### src/rtl/core/chtb_pkg.sv
// Shared types and field widths for the canonical Huffman table builder.
// No dependencies; every other file of the block refers to this package.
`timescale 1ns / 1ps

package chtb_pkg;

    localparam int BYTE_W  = 8;
    localparam int LEN_W   = 5;
    localparam int OFF_W   = 9;
    localparam int CODE_W  = 16;
    localparam int MAXC_W  = 17;
    localparam int TOTAL_W = 12;
    localparam int ACC_W   = 18;

    // Datapath operation requested by the controller for the current cycle.
    typedef enum logic [2:0] {
        OP_IDLE,
        OP_ACCEPT,
        OP_SCAN,
        OP_EMIT,
        OP_SEEK
    } t_op;

    // Status returned by the datapath to the controller.
    typedef struct packed {
        logic load_active;
        logic load_last;
        logic sym_pending;
        logic idx_last;
        logic seek_done;
    } t_status;

endpackage

### src/rtl/core/chtb_ctrl.sv
// Controller state machine of the canonical Huffman table builder.
// Depends on chtb_pkg for the operation code and the datapath status.
`timescale 1ns / 1ps

module chtb_ctrl (
    input  logic              i_clk,
    input  logic              i_rst_n,
    input  logic              i_start,
    input  chtb_pkg::t_status i_status,
    output logic              o_busy,
    output chtb_pkg::t_op     o_op
);

    typedef enum logic [1:0] {
        S_IDLE,
        S_SCAN,
        S_EMIT,
        S_SEEK
    } t_state;

    t_state r_state;
    t_state n_state;
    logic   r_busy;
    logic   w_accept;

    assign w_accept = i_start && !r_busy;
    assign o_busy   = r_busy;

    always_comb begin
        n_state = r_state;
        o_op    = chtb_pkg::OP_IDLE;
        case (r_state)
            S_IDLE: begin
                if (w_accept) begin
                    o_op = chtb_pkg::OP_ACCEPT;
                    if (i_status.load_last) begin
                        n_state = S_SCAN;
                    end else if (!i_status.load_active && i_status.sym_pending) begin
                        n_state = S_SEEK;
                    end
                end
            end
            S_SCAN: begin
                o_op = chtb_pkg::OP_SCAN;
                if (i_status.idx_last) begin
                    n_state = S_EMIT;
                end
            end
            S_EMIT: begin
                o_op = chtb_pkg::OP_EMIT;
                if (i_status.idx_last) begin
                    n_state = S_IDLE;
                end
            end
            S_SEEK: begin
                o_op = chtb_pkg::OP_SEEK;
                if (i_status.seek_done) begin
                    n_state = S_IDLE;
                end
            end
            default: begin
                n_state = S_IDLE;
            end
        endcase
    end

    always_ff @(posedge i_clk) begin
        if (!i_rst_n) begin
            r_state <= S_IDLE;
            r_busy  <= 1'b0;
        end else begin
            r_state <= n_state;
            r_busy  <= (n_state != S_IDLE);
        end
    end

`ifndef SYNTHESIS
    a_busy_matches_state: assert property (@(posedge i_clk) disable iff (!i_rst_n)
        r_busy == (r_state != S_IDLE))
        else $error("busy flag disagrees with controller state");

    a_emit_after_scan: assert property (@(posedge i_clk) disable iff (!i_rst_n)
        (r_state == S_EMIT && $past(r_state) != S_EMIT) |-> $past(r_state) == S_SCAN)
        else $error("emit pass entered without a scan pass");

    a_seek_after_accept: assert property (@(posedge i_clk) disable iff (!i_rst_n)
        (r_state == S_SEEK && $past(r_state) != S_SEEK) |-> $past(w_accept))
        else $error("symbol search entered without an accepted request");
`endif

endmodule

### src/rtl/core/chtb_dp.sv
// Datapath of the canonical Huffman table builder: count store, code
// accumulators and result registers. Depends on chtb_pkg.
`timescale 1ns / 1ps

module chtb_dp #(
    parameter int CODE_LENGTHS = 16
) (
    input  logic                         i_clk,
    input  logic                         i_rst_n,
    input  chtb_pkg::t_op                i_op,
    input  logic [chtb_pkg::BYTE_W-1:0]  i_table_byte,
    input  logic                         i_start_table,
    output chtb_pkg::t_status            o_status,
    output logic                         o_valid,
    output logic                         o_entry_kind,
    output logic [chtb_pkg::LEN_W-1:0]   o_length_index,
    output logic [chtb_pkg::OFF_W-1:0]   o_offset,
    output logic [chtb_pkg::CODE_W-1:0]  o_first_code,
    output logic [chtb_pkg::MAXC_W-1:0]  o_max_code,
    output logic [chtb_pkg::BYTE_W-1:0]  o_length_count,
    output logic [chtb_pkg::BYTE_W-1:0]  o_symbol,
    output logic [chtb_pkg::CODE_W-1:0]  o_code,
    output logic                         o_oversubscribed,
    output logic                         o_last
);

    localparam int IDX_W = $clog2(CODE_LENGTHS);
    localparam int LP_W  = $clog2(CODE_LENGTHS + 1);
    localparam int BW    = chtb_pkg::BYTE_W;
    localparam int LW    = chtb_pkg::LEN_W;
    localparam int AW    = chtb_pkg::ACC_W;
    localparam int TW    = chtb_pkg::TOTAL_W;
    localparam int RW    = chtb_pkg::MAXC_W;

    // Clamp a code to the size of the code space of a length, then move on
    // to the next length.
    function automatic logic [AW-1:0] clamp_shl(input logic [AW-1:0] value,
                                                input logic [LW-1:0] len);
        logic [AW-1:0] space;
        space = AW'(1) << len;
        return (value > space ? space : value) << 1;
    endfunction

    logic [BW-1:0]    r_counts [CODE_LENGTHS];
    logic [LP_W-1:0]  r_load_pos;
    logic [LP_W-1:0]  r_cur;
    logic [BW-1:0]    r_remaining;
    logic [RW-1:0]    r_running;
    logic [TW-1:0]    r_syms;
    logic             r_overflow;
    logic [IDX_W-1:0] r_idx;
    logic [AW-1:0]    r_acc_code;
    logic [TW-1:0]    r_total;
    logic             r_acc_over;
    logic [BW-1:0]    r_sym_byte;
    logic             r_valid;

    logic             r_entry_kind;
    logic [LW-1:0]    r_length_index;
    logic [chtb_pkg::OFF_W-1:0]  r_offset;
    logic [chtb_pkg::CODE_W-1:0] r_first_code;
    logic [RW-1:0]    r_max_code;
    logic [BW-1:0]    r_length_count;
    logic [BW-1:0]    r_symbol;
    logic [chtb_pkg::CODE_W-1:0] r_code;
    logic             r_oversub;
    logic             r_last;

    logic [LP_W-1:0]  w_eff_load;
    logic [TW-1:0]    w_eff_syms;
    logic [IDX_W-1:0] w_rd_idx;
    logic [BW-1:0]    w_cnt;
    logic [LW-1:0]    w_len;
    logic [AW-1:0]    w_next;
    logic             w_over;
    logic             w_seek_step;
    logic             w_seek_hit;

    assign w_eff_load = i_start_table ? '0 : r_load_pos;
    assign w_eff_syms = i_start_table ? '0 : r_syms;
    assign w_rd_idx   = (i_op == chtb_pkg::OP_SEEK) ? r_cur[IDX_W-1:0] : r_idx;
    assign w_cnt      = r_counts[w_rd_idx];
    assign w_len      = LW'(r_idx) + LW'(1);
    assign w_next     = r_acc_code + AW'(w_cnt);
    assign w_over     = w_next > (AW'(1) << w_len);

    assign w_seek_step = (r_remaining == '0) && (r_cur != LP_W'(CODE_LENGTHS));
    assign w_seek_hit  = (r_remaining != '0);

    assign o_status.load_active = (w_eff_load < LP_W'(CODE_LENGTHS));
    assign o_status.load_last   = (w_eff_load == LP_W'(CODE_LENGTHS - 1));
    assign o_status.sym_pending = (w_eff_syms != '0);
    assign o_status.idx_last    = (r_idx == IDX_W'(CODE_LENGTHS - 1));
    assign o_status.seek_done   = w_seek_hit || (r_cur == LP_W'(CODE_LENGTHS));

    // Control state.
    always_ff @(posedge i_clk) begin
        if (!i_rst_n) begin
            r_load_pos  <= '0;
            r_cur       <= '0;
            r_remaining <= '0;
            r_running   <= '0;
            r_syms      <= '0;
            r_overflow  <= 1'b0;
            r_idx       <= '0;
            r_acc_code  <= '0;
            r_total     <= '0;
            r_acc_over  <= 1'b0;
            r_valid     <= 1'b0;
        end else begin
            r_valid <= 1'b0;
            case (i_op)
                chtb_pkg::OP_ACCEPT: begin
                    if (i_start_table) begin
                        r_cur       <= '0;
                        r_remaining <= '0;
                        r_running   <= '0;
                        r_syms      <= '0;
                        r_overflow  <= 1'b0;
                    end
                    if (o_status.load_active) begin
                        r_load_pos <= w_eff_load + LP_W'(1);
                        if (o_status.load_last) begin
                            r_idx      <= '0;
                            r_acc_code <= '0;
                            r_total    <= '0;
                            r_acc_over <= 1'b0;
                        end
                    end
                end
                chtb_pkg::OP_SCAN: begin
                    if (o_status.idx_last) begin
                        r_overflow  <= r_acc_over | w_over;
                        r_syms      <= r_total + TW'(w_cnt);
                        r_cur       <= '0;
                        r_remaining <= '0;
                        r_running   <= '0;
                        r_idx       <= '0;
                        r_acc_code  <= '0;
                        r_total     <= '0;
                    end else begin
                        r_acc_over <= r_acc_over | w_over;
                        r_acc_code <= clamp_shl(w_next, w_len);
                        r_total    <= r_total + TW'(w_cnt);
                        r_idx      <= r_idx + IDX_W'(1);
                    end
                end
                chtb_pkg::OP_EMIT: begin
                    r_valid    <= 1'b1;
                    r_total    <= r_total + TW'(w_cnt);
                    r_acc_code <= clamp_shl(w_next, w_len);
                    r_idx      <= o_status.idx_last ? '0 : r_idx + IDX_W'(1);
                end
                chtb_pkg::OP_SEEK: begin
                    if (w_seek_step) begin
                        if (r_cur != '0) begin
                            r_running <= RW'(clamp_shl(AW'(r_running), LW'(r_cur)));
                        end
                        r_cur       <= r_cur + LP_W'(1);
                        r_remaining <= w_cnt;
                    end else if (!w_seek_hit) begin
                        // Lengths ran out with symbols still expected.
                        r_syms <= '0;
                    end else begin
                        r_valid     <= 1'b1;
                        r_running   <= r_running + RW'(1);
                        r_remaining <= r_remaining - BW'(1);
                        r_syms      <= r_syms - TW'(1);
                    end
                end
                default: begin
                end
            endcase
        end
    end

    // Count store; it is written only during loading.
    always_ff @(posedge i_clk) begin
        if (i_op == chtb_pkg::OP_ACCEPT && o_status.load_active) begin
            r_counts[w_eff_load[IDX_W-1:0]] <= i_table_byte;
        end
    end

    // Symbol byte and result payload. The emit pass reuses r_total as the
    // running offset, since the scan pass leaves it cleared.
    always_ff @(posedge i_clk) begin
        if (i_op == chtb_pkg::OP_ACCEPT) begin
            r_sym_byte <= i_table_byte;
        end
        if (i_op == chtb_pkg::OP_EMIT) begin
            r_entry_kind   <= 1'b0;
            r_length_index <= w_len;
            r_offset       <= (r_total > TW'(511)) ? chtb_pkg::OFF_W'(511)
                                                   : r_total[chtb_pkg::OFF_W-1:0];
            r_first_code   <= (r_acc_code > AW'(65535)) ? chtb_pkg::CODE_W'(65535)
                                                        : r_acc_code[chtb_pkg::CODE_W-1:0];
            r_max_code     <= (w_cnt != '0) ? w_next[RW-1:0] : '0;
            r_length_count <= w_cnt;
            r_symbol       <= '0;
            r_code         <= '0;
            r_oversub      <= r_overflow;
            r_last         <= o_status.idx_last && (r_syms == '0);
        end else if (i_op == chtb_pkg::OP_SEEK && !w_seek_step && w_seek_hit) begin
            r_entry_kind   <= 1'b1;
            r_length_index <= LW'(r_cur);
            r_offset       <= '0;
            r_first_code   <= '0;
            r_max_code     <= '0;
            r_length_count <= '0;
            r_symbol       <= r_sym_byte;
            r_code         <= r_running[chtb_pkg::CODE_W-1:0];
            r_oversub      <= r_overflow;
            r_last         <= (r_syms == TW'(1));
        end
    end

    assign o_valid          = r_valid;
    assign o_entry_kind     = r_entry_kind;
    assign o_length_index   = r_length_index;
    assign o_offset         = r_offset;
    assign o_first_code     = r_first_code;
    assign o_max_code       = r_max_code;
    assign o_length_count   = r_length_count;
    assign o_symbol         = r_symbol;
    assign o_code           = r_code;
    assign o_oversubscribed = r_oversub;
    assign o_last           = r_last;

`ifndef SYNTHESIS
    a_valid_from_work: assert property (@(posedge i_clk) disable iff (!i_rst_n)
        r_valid |-> $past(i_op == chtb_pkg::OP_EMIT || i_op == chtb_pkg::OP_SEEK))
        else $error("result strobe without an emit or search step");

    a_positions_in_range: assert property (@(posedge i_clk) disable iff (!i_rst_n)
        (r_load_pos <= LP_W'(CODE_LENGTHS)) && (r_cur <= LP_W'(CODE_LENGTHS)))
        else $error("load position or current length beyond the last length");

    a_last_symbol_drains: assert property (@(posedge i_clk) disable iff (!i_rst_n)
        (r_valid && r_entry_kind && r_last) |-> (r_syms == '0))
        else $error("last symbol marked while symbols remain");
`endif

endmodule

### src/rtl/core/canonical_huffman_table_builder_top.sv
// Top level of the canonical Huffman table builder: controller plus datapath.
// Depends on chtb_pkg, chtb_ctrl and chtb_dp.
`timescale 1ns / 1ps

// The block takes a JPEG-style table specification one byte per request:
// CODE_LENGTHS count bytes, then the symbol values in order. A request is
// taken at a clock edge where start is high and busy is low; i_start_table
// on a request throws away any partly loaded table and treats the byte as
// the first count. Count bytes do not raise busy, except the last one,
// which keeps busy high while a scan pass over the count store first
// sums the counts and checks the code space, then an emit pass presents
// one per-length entry per cycle. A symbol byte is placed at the current
// length when that length still has free codes; otherwise the datapath
// first walks on to a later length, one length per cycle, and busy stays
// high until the symbol is placed. Results appear for one cycle each with
// o_valid high and cannot be held off, so the receiver must take every
// strobe. Symbol bytes beyond the table's total give no result.
module canonical_huffman_table_builder_top #(
    parameter int CODE_LENGTHS = 16
) (
    input  logic                         i_clk,
    input  logic                         i_rst_n,
    input  logic                         start,
    input  logic [chtb_pkg::BYTE_W-1:0]  i_table_byte,
    input  logic                         i_start_table,
    output logic                         busy,
    output logic                         o_valid,
    output logic                         o_entry_kind,
    output logic [chtb_pkg::LEN_W-1:0]   o_length_index,
    output logic [chtb_pkg::OFF_W-1:0]   o_offset,
    output logic [chtb_pkg::CODE_W-1:0]  o_first_code,
    output logic [chtb_pkg::MAXC_W-1:0]  o_max_code,
    output logic [chtb_pkg::BYTE_W-1:0]  o_length_count,
    output logic [chtb_pkg::BYTE_W-1:0]  o_symbol,
    output logic [chtb_pkg::CODE_W-1:0]  o_code,
    output logic                         o_oversubscribed,
    output logic                         o_last
);

    // Operation requested of the datapath in this cycle, and the status
    // the controller steers by.
    chtb_pkg::t_op     w_op;
    chtb_pkg::t_status w_status;

    // The controller sequences loading, the two passes over the counts and
    // the per-symbol length walk.
    chtb_ctrl u_ctrl (
        .i_clk    (i_clk),
        .i_rst_n  (i_rst_n),
        .i_start  (start),
        .i_status (w_status),
        .o_busy   (busy),
        .o_op     (w_op)
    );

    // The datapath holds the counts, the canonical code state and the
    // registered result.
    chtb_dp #(
        .CODE_LENGTHS (CODE_LENGTHS)
    ) u_dp (
        .i_clk            (i_clk),
        .i_rst_n          (i_rst_n),
        .i_op             (w_op),
        .i_table_byte     (i_table_byte),
        .i_start_table    (i_start_table),
        .o_status         (w_status),
        .o_valid          (o_valid),
        .o_entry_kind     (o_entry_kind),
        .o_length_index   (o_length_index),
        .o_offset         (o_offset),
        .o_first_code     (o_first_code),
        .o_max_code       (o_max_code),
        .o_length_count   (o_length_count),
        .o_symbol         (o_symbol),
        .o_code           (o_code),
        .o_oversubscribed (o_oversubscribed),
        .o_last           (o_last)
    );

endmodule
### config.mk
export PLATFORM = sky130hd
export DESIGN_NAME = canonical_huffman_table_builder_top
export DESIGN_NICKNAME = d
export VERILOG_FILES = /design/src/rtl/core/chtb_pkg.sv /design/src/rtl/core/chtb_ctrl.sv /design/src/rtl/core/chtb_dp.sv /design/src/rtl/core/canonical_huffman_table_builder_top.sv
export SDC_FILE = /design/constraint.sdc
export NUM_CORES = 1
export LEC_CHECK = 0
export BUFFER_PORTS_ARGS = -buffer_cell sky130_fd_sc_hd__buf_2
export CAP_MARGIN = 0
export CORE_MARGIN = 2
export CORE_UTILIZATION = 50
export DETAILED_ROUTE_END_ITERATION = 16
export PLACE_DENSITY = 0.8
export SYNTH_ARGS = -nofsm -noshare
export SYNTH_HDL_FRONTEND = slang
export SYNTH_HIERARCHICAL = 1
export SYNTH_SLANG_ARGS = --single-unit
### constraint.sdc
create_clock -name i_clk -period 18.8 [get_ports i_clk]
set_input_delay 1.88 -clock i_clk [delete_from_list [all_inputs] [get_ports i_clk]]
set_output_delay 1.88 -clock i_clk [all_outputs]
set_load 0.005 [all_outputs]
# == After elaboration in Yosys (flattened, before gate mapping) ==
# Memory sizes are Yosys's and may differ from the RTL's.
# Cells that the tools add are included.
# word_totals
regBits,177
latch_bits,0
ram_bits,128
rom_bits,0
out_inout_bits,84
word_cells,171
memories,1
# op_classes
n_addsub,9
mul,0
n_div,0
n_lt_le_gt_ge,5
n_eq_ne,21
shifts,2
mux,74
bitwise_logic,1
reduce_logical,34
# mem_list
memory,words,word_bits,read_ports,rd_ports_with_merged_regs,write_ports,line,rtl
u_dp.r_counts,16,8,1,0,1,chtb_dp.sv:44,logic [BW-1:0] r_counts [CODE_LENGTHS];
# ops
cell,count
17-bit 2-to-1 mux,9
12-bit 2-to-1 mux,7
12-bit one-hot mux with 3 select lines,2
16-bit 2-to-1 mux,4
18-bit 2-to-1 mux,3
18-bit one-hot mux with 3 select lines,1
17-bit one-hot mux with 3 select lines,1
8-bit 2-to-1 mux,6
1-bit by 5-bit left shift with 18-bit output (first input constant),2
5-bit 2-to-1 mux,6
9-bit 2-to-1 mux,3
8-bit one-hot mux with 3 select lines,1
18-bit by 8-bit adder with 18-bit output,1
17-bit by 18-bit > comparator with 1-bit output,1
18-bit by 16-bit > comparator with 1-bit output (second input constant),1
18-bit > comparator,1
17-bit by 1-bit adder with 17-bit output (second input constant),1
4-bit 2-to-1 mux,4
8-bit nonzero test,2
5-bit one-hot mux with 3 select lines,1
1-bit 2-to-1 mux,14
12-bit by 8-bit adder with 12-bit output,1
12-bit by 1-bit == test with 1-bit output (second input constant),1
12-bit by 9-bit > comparator with 1-bit output (second input constant),1
other kinds (40),72

# == Logic depth before layout (Yosys ltp) ==
# Gate-level depths: netlist of the first run.
# An unclocked memory read counts as a cell.
# depth
depth_word,12
depth_mapped,31
depth_no_buf,28

# == Cells and area by module ==
# The synthesis of the first run kept the hierarchy.
# modules_own_cells
module,instances,cells_each,area_each_um2
chtb_dp,1,1483,15521.1
chtb_ctrl,1,26,240.2

# == Least setup slack after synthesis of the first run ==
# OpenSTA, ideal clock, no wires.
# synth_path
path_kind,in2reg
from,input port start
to,register u_dp.r_acc_code[4]
setup_ns,0.122
arrival_ns,7.503
slack_ns,11.175
cell_stages,30
path_buffers,3
path_cell_list,nor2b_1 > mux2_2 > nor3b_4 > mux2i_2 > buf_6 > buf_4 > mux2i_1 > mux2_1 > o22ai_1 > a221oi_2 > inv_1 > ha_1 > inv_1 > fa_1 > nand3b_1 > a21oi_1 > o21ai_0 > nand2b_1 > nand2_1 > xnor2_1 > ha_1 > nand4_1 > nor3_1 > o21ai_0 > a41oi_1 > o21ai_0 > o31ai_1 > clkbuf_1 > nor2_1 > a221o_1
# synth_between
elab_chain_len,11
elab_cells_between_ends,18
cone_classes,add/sub (1); order compare (1); eq/ne (6); mux (6); reduce/logical (3); memory (1)
# synth_lines
item,line,rtl
from (decl),canonical_huffman_table_builder_top.sv:23,"input logic start,"
1-bit logical AND (*),chtb_ctrl.sv:26,assign w_accept = i_start && !r_busy;
1-bit 2-to-1 mux (*),chtb_ctrl.sv:34,if (w_accept) begin
3-bit one-hot mux with 4 select lines (*),chtb_ctrl.sv:32,case (r_state)
named net w_op[0],canonical_huffman_table_builder_top.sv:42,chtb_pkg::t_op w_op;
3-bit == test (*),chtb_dp.sv:81,assign w_rd_idx = (i_op == chtb_pkg::OP_SEEK) ? r_cur[IDX_W-1:0] : r_idx;
4-bit 2-to-1 mux (*),chtb_dp.sv:81,
memory 16 x 8 bit (*),n/a,
named net u_dp.w_cnt[1],chtb_dp.sv:72,logic [BW-1:0] w_cnt;
18-bit by 8-bit adder with 18-bit output (*),chtb_dp.sv:84,assign w_next = r_acc_code + AW'(w_cnt);
named net u_dp.w_next[9],chtb_dp.sv:74,logic [AW-1:0] w_next;
18-bit > comparator (*),chtb_dp.sv:41,return (value > space ? space : value) << 1;
17-bit 2-to-1 mux (*),chtb_dp.sv:41,
18-bit 2-to-1 mux,chtb_dp.sv:132,if (o_status.idx_last) begin
18-bit one-hot mux with 3 select lines (*),chtb_dp.sv:112,case (i_op)
to (signal assigned),chtb_dp.sv:143,"r_acc_code <= clamp_shl(w_next, w_len);"
to (signal assigned),chtb_dp.sv:151,"r_acc_code <= clamp_shl(w_next, w_len);"
to (decl),chtb_dp.sv:52,logic [AW-1:0] r_acc_code;
# Mark *: on every way through the listed nets, which the timed path passes. The rest lies on a longest branch.
# A chain may end at the register's enable or synchronous reset.

# == Worst setup path after layout of the first run ==
# layout_path
from,input port start
to,register u_dp.r_acc_code[3]
# The elaborated chain is that of the path after synthesis.

==> flow_summary.json, run 1 <==
{
  "drc_errors": 0,
  "num_rows": 65,
  "synth_cells": 1509,
  "startpoint_type": "input port",
  "io_pins": 96,
  "cp-end-kind": "register",
  "cts_resized": 0,
  "synth.most_common_cell": "edfxtp_1",
  "r2r_start": "u_ctrl/r_state[1]",
  "intPower_w": 0.00110,
  "reg2reg_slack_ns": 10.82,
  "p_per_area_mw_per_mm2": 79.0,
  "syn_avg_cell_area_um2": 10.4,
  "grt.total_usage_pct": 23.4,
  "grt_pass1_wl_um": 62100,
  "place_congestion": 0.953,
  "viasPerCell": 6.04,
  "max_freq_mhz": 114,
  "rr_worst_depth": 27,
  "cts_setup_buffers": 0,
  "num_vias": 12100,
  "tightest_slew_ns": 1.27,
  "dr.pass1.iters": 6,
  "cts_tree": "built",
  "fin_worst_skew_ns": 0.0192,
  "synth_area_leader_cell": "edfxtp_1",
  "setup_tns_ns": 0,
  "ant_nets": 0,
  "wl_per_cell_um": 19.5,
  "synth_top_area_share_pct": 36.8,
  "port-buffer-count": 95,
  "dieArea_mm2": 0.0330,
  "htree_levels": 1,
  "first_iter_violations": 1259,
  "initial_core_util_pct": 50.3,
  "synth_edf_count": 193,
  "dp_hpwl_um": 27300,
  "instances_no_fill": 2007,
  "cts_hold_repair.buffers": 0,
  "p_sw_w": 0.000290,
  "dp.cells": 1949,
  "async_reset_ff_share_pct": 0,
  "peakVddDrop_mv": 0.0640,
  "drive_above_1_share_pct": 12.0,
  "p_total_w": 0.00139,
  "final_util_pct": 56.3,
  "maxCapViolations": 0,
  "holdPathStages": 0,
  "antenna_cells": 0,
  "status": "completed",
  "p_leak_nw": 6.89,
  "cp.arrival_ns": 9.23,
  "period_needed_ns": 8.78,
  "cts_root_buf": "clkbuf_16",
  "die_w_um": 182,
  "min_to": "u_dp/o_oversubscribed",
  "clock_latency_ns": 0.56,
  "clockBufferDepth": 3,
  "p_sw_share_pct": 20.8,
  "worstSetupPathType": "in -> reg",
  "p_comb_share_pct": 3.5,
  "p_clk_share_pct": 45.3,
  "pwr-share-seq_pct": 51.1,
  "syn_area_mm2": 0.0158,
  "synth_fp_nets": 1598,
  "dp_slack_ns": 9.59,
  "fin_crit_sh_pct": 46.7,
  "r2r_end": "u_dp/r_acc_code[3]",
  "synth_cell_type_count": 76,
  "yosysSeqAreaShare_pct": 50.9,
  "wl_um": 39200,
  "ys_top_cells_by_count": "edfxtp_1, nand2_1, dfxtp_1, mux2i_1, nor2_1",
  "fin_ws_ns": 10.02,
  "antenna_found_initial": 0,
  "area_growth_pct": 11.8,
  "slew_headroom_pct": 15.2,
  "grt_pass1_vias": 11600,
  "hold_start": "u_dp/r_overflow",
  "core_mm2": 0.0313,
  "setup_viol": 0,
  "nNetsFinal": 1669,
  "rsz0062_at_grt": "no",
  "ys_ff_latch": 304,
  "grt.overflow.total": 0,
  "path_max_fanout": 40,
  "cts.sinks": 304,
  "finalHoldViolCount": 0,
  "yosys-top-cells-area": "edfxtp_1, dfxtp_1, mux2i_1",
  "clk_pin_slew_ns": 0.07,
  "grt_max_degree": 59,
  "cp.required_ns": 19.25,
  "hold_class": "reg -> reg",
  "die_y_um": 182,
  "ys_warn_count": 6,
  "final_max_slew_viol_count": 0,
  "synth-main-ff-cell": "edfxtp_1",
  "cts_buffers": 31
}
-- worst max-delay path by stage --
stage | start | endpoint | slack, ns | depth (start not counted)
floorplan | start | u_dp/r_acc_code[4] | 11.18 | 30
global placement | start | u_dp/r_acc_code[6] | 9.86 | 30
detailed placement | start | u_dp/r_acc_code[3] | 9.59 | 30
CTS | start | u_dp/r_acc_code[3] | 10.14 | 30
global route | start | u_dp/r_acc_code[17] | 9.57 | 30
finish | start | u_dp/r_acc_code[3] | 10.02 | 27
-- metal layers --
metal / vias up / GRT usage, % / part of all wire, %
met4: 0 / 10.2 / 4.1
met5: - / 0 / 0
met2: 511 / 40.1 / 48
met3: 110 / 3.17 / 6.7
li1: 5675 / - / -
met1: 5830 / 29.5 / 41
-- stage by stage --
stage          instance area, um2  hold WS, ns
2_1_floorplan               15800        0.408
3_3_place_gp                16600        0.430
3_5_place_dp                16600        0.427
4_1_cts                     17600        0.446
5_1_grt                     17600        0.467
6_report                    17600        0.447
-- cells by family (layout without fill, tap and decap cells) --
group	Yosys count	in the layout	synth area share (%)
AO/OA/AOI/OAI	326	326	13.6
multiplexers	125	125	8.21
adder cells (fa/ha/maj)	77	77	6.21
flip-flops	304	304	50.9
AND/OR/NAND/NOR	518	518	16.0
buffers and inverters	127	223	3.32
XOR/XNOR	32	32	1.78
-- worst max-delay path: stages --
cell	delay [ns]
buf_2	0.10
nor2b_1	0.16
mux2_2	0.40
nor3b_4	0.81
mux2i_4	0.34
buf_4	0.54
mux2i_1	0.26
mux2i_1	0.10
a221oi_1	0.67
inv_1	0.22
ha_1	0.38
a21oi_1	0.08
nor2b_1	0.18
nor4_1	0.09
nor2_1	0.37
nand3_1	0.16
xnor2_1	0.29
ha_1	0.30
nand2_1	0.06
o21ai_0	0.16
a21oi_1	0.37
nor3_1	0.10
a211oi_1	0.38
o31ai_4	0.16
buf_4	0.26
mux2i_1	0.16
a22o_1	0.20
-- state kept, by name, indices dropped and copies added (netlist names), 4 cells and up --
name / count
u_dp/o_code: 16
u_dp/o_first_code: 16
u_dp/o_length_count: 8
u_dp/o_length_index: 5
u_dp/o_max_code: 17
u_dp/o_offset: 9
u_dp/o_symbol: 8
u_dp/r_acc_code: 17
u_dp/r_counts: 128
u_dp/r_cur: 5
u_dp/r_idx: 4
u_dp/r_load_pos: 5
u_dp/r_remaining: 8
u_dp/r_running: 17
u_dp/r_sym_byte: 8
u_dp/r_syms: 12
u_dp/r_total: 12
-- cells in the final DEF, fill, tap and decap left out, drive strengths merged, types with 20 or more instances in the layout --
cell / instances
o21ai: 76
nand2: 178
o211ai: 31
ha: 75
nor3: 21
nand3: 30
dfxtp: 111
xnor2: 22
edfxtp: 193
and3: 32
nand4: 20
nor2: 109
a21oi: 83
nor2b: 50
inv: 55
a21o: 20
mux2i: 112
clkbuf: 37
and2: 27
buf: 111
-- area by class of cell --
type                            instances  area, um2
Clock buffer                           37        818
Clock inverter                         21        234
Fill cell                            2589      13700
Inverter                               54        203
Multi-Input combinational cell       1078       7250
Sequential cell                       304       8020
Tap cell                              402        503
Timing Repair Buffer                  111        596
-- power groups by stage --
stage / Combinational, W / Clock, W / Sequential (W)
after floorplan: 0.0000302 / 0 / 0.000726
after global placement: 0.0000462 / 0 / 0.000726
after detailed placement: 0.0000479 / 0 / 0.000727
after CTS: 0.0000481 / 0.000642 / 0.000712
after global routing: 0.0000530 / 0.000671 / 0.000712
final: 0.0000490 / 0.000632 / 0.000712
Power figures use the tool's default switching activity.
==> inputs of run 2 (changes only) <==
PLACE_DENSITY = 0.82   (was 0.8)
clock period = 7.3 ns   (was 18.8 ns; I/O delays follow)
==> flow_summary.json, run 2 (synthesis gave the netlist of run 1 again) <==
{
  "holdWs_ns": 0.435,
  "drive_above_1_share_pct": 13.3,
  "cp_slowest_stage_delay_ns": 0.48,
  "largest_reg_flops": 128,
  "cts_root_buf": "clkbuf_16",
  "dieArea_mm2": 0.0330,
  "worstSetupPathType": "reg -> reg",
  "max_freq_mhz": 144,
  "cts_hold_repair.buffers": 0,
  "setup_viol": 0,
  "nNetsFinal": 1683,
  "ant_nets": 0,
  "r2r_start": "u_ctrl/r_state[0]",
  "period_needed_ns": 6.94,
  "final_max_slew_viol_count": 0,
  "layout_common_cells": "edfxtp_1, nand2_1, dfxtp_1",
  "min_to": "u_dp/o_oversubscribed",
  "startpoint_type": "register",
  "clock_latency_ns": 0.53,
  "tightest_slew_ns": 1.07,
  "grt_pass1_vias": 12000,
  "rsz0062_at_grt": "no",
  "grt_max_degree": 59,
  "p_per_area_mw_per_mm2": 202,
  "dr.pass1.iters": 7,
  "num_vias": 12300,
  "die_w_um": 182,
  "r2r_end": "u_dp/r_acc_code[12]",
  "finalHoldViolCount": 0,
  "clockBufferDepth": 3,
  "cp.required_ns": 7.70,
  "io_pins": 96,
  "cpMaxStageDelayCell": "mux2_2",
  "fin_crit_sh_pct": 95.0,
  "first_iter_violations": 1351,
  "cp.arrival_ns": 7.34,
  "cts.sinks": 304,
  "grt.total_usage_pct": 24.0,
  "viasPerCell": 6.09,
  "cts_tree": "built",
  "antenna_cells": 0,
  "final_util_pct": 56.8,
  "port-buffer-count": 95,
  "peakVddDrop_mv": 0.183,
  "slew_headroom_pct": 28.3,
  "cp-end-kind": "register",
  "holdPathStages": 0,
  "place_congestion": 0.927,
  "htree_levels": 2,
  "wl_um": 40100,
  "mostFrequentLayoutCell": "edfxtp_1",
  "fin_worst_skew_ns": 0.0200,
  "grt_pass1_wl_um": 63500,
  "status": "completed",
  "dp_hpwl_um": 28000,
  "initial_core_util_pct": 50.3,
  "rr_worst_depth": 30,
  "hold_class": "reg -> reg",
  "die_y_um": 182,
  "num_rows": 65,
  "wl_per_cell_um": 19.8,
  "reg2reg_slack_ns": 0.36,
  "clk_pin_slew_ns": 0.06,
  "antenna_found_initial": 1,
  "path_max_fanout": 31,
  "cts_buffers": 34,
  "maxCapViolations": 0,
  "drc_errors": 0,
  "p_leak_nw": 6.97,
  "core_mm2": 0.0313,
  "area_growth_pct": 12.9,
  "hold_start": "u_dp/r_overflow",
  "grt.overflow.total": 0
}
==> run 2: worst max-delay path by stage <==
stage                           start  depth (start not counted)  slack [ns]                  end
floorplan                       start                         30        0.83   u_dp/r_acc_code[4]
global placement                start                         25        0.30  u_dp/r_acc_code[12]
detailed placement              start                         28      -0.002  u_dp/r_acc_code[12]
CTS                 u_ctrl/r_state[0]                         28        0.19  u_dp/r_acc_code[12]
global route        u_ctrl/r_state[0]                         30        0.02   u_dp/r_acc_code[1]
finish              u_ctrl/r_state[0]                         30        0.36  u_dp/r_acc_code[12]
==> run 2: final cells by class <==
type,count,area (um2)
repair buffers,122,703
inverters,54,203
flip-flops and latches,304,8020
well taps,402,503
fillers,2541,13500
clock buffers,42,891
clock inverters,19,176
multi-input cells,1078,7300
==> run 2: power by group <==
| part | internal (W) | total (W) | leakage, nW | switching [W] |
|---|---|---|---|---|
| clock network | 0.000948 | 0.00163 | 0.508 | 0.000685 |
| logic | 0.0000425 | 0.000134 | 3.89 | 0.0000919 |
| registers | 0.00183 | 0.00183 | 2.56 | 0.00000477 |
| total | 0.00282 | 0.00360 | 6.97 | 0.000782 |
==> run 2: per-stage QoR <==
step	setup TNS (ns)	setup WS [ns]	instance area (um2)	power [W]	instances
detailed placement	-0.00173	-0.00173	16700	0.00200	1960
CTS	0	0.192	17700	0.00363	2021
global placement	0	0.297	16700	0.00200	1960
floorplan	0	0.825	15800	0.00195	1509
finish	0	0.363	17800	0.00360	2021
global route	0	0.0168	17800	0.00371	2021
==> run 2: per-layer routing <==
metal  part of all wire (%)  GRT usage (%)
met5                  0.027              0
met4                    4.0           10.1
met3                    6.7           4.09
met2                     48           40.7
met1                     42           30.6
==> run 2: critical path: cells and delay by family (launching register included) <==
family	cells	cell delay, ns
AOI/OAI and AO/OA	10	1.99
xor gates and xnor gates	1	0.26
adders and majority gates	4	1.17
buffers and inverters	5	0.80
DFF	1	0.33
muxes	5	1.35
and+or+nand+nor	5	0.90
==> run 2: timing repair <==
item / in CTS / in global routing
buffers inserted: 0 / 0
setup endpoints to repair: 0 / 19
gates resized for setup: 0 / 10
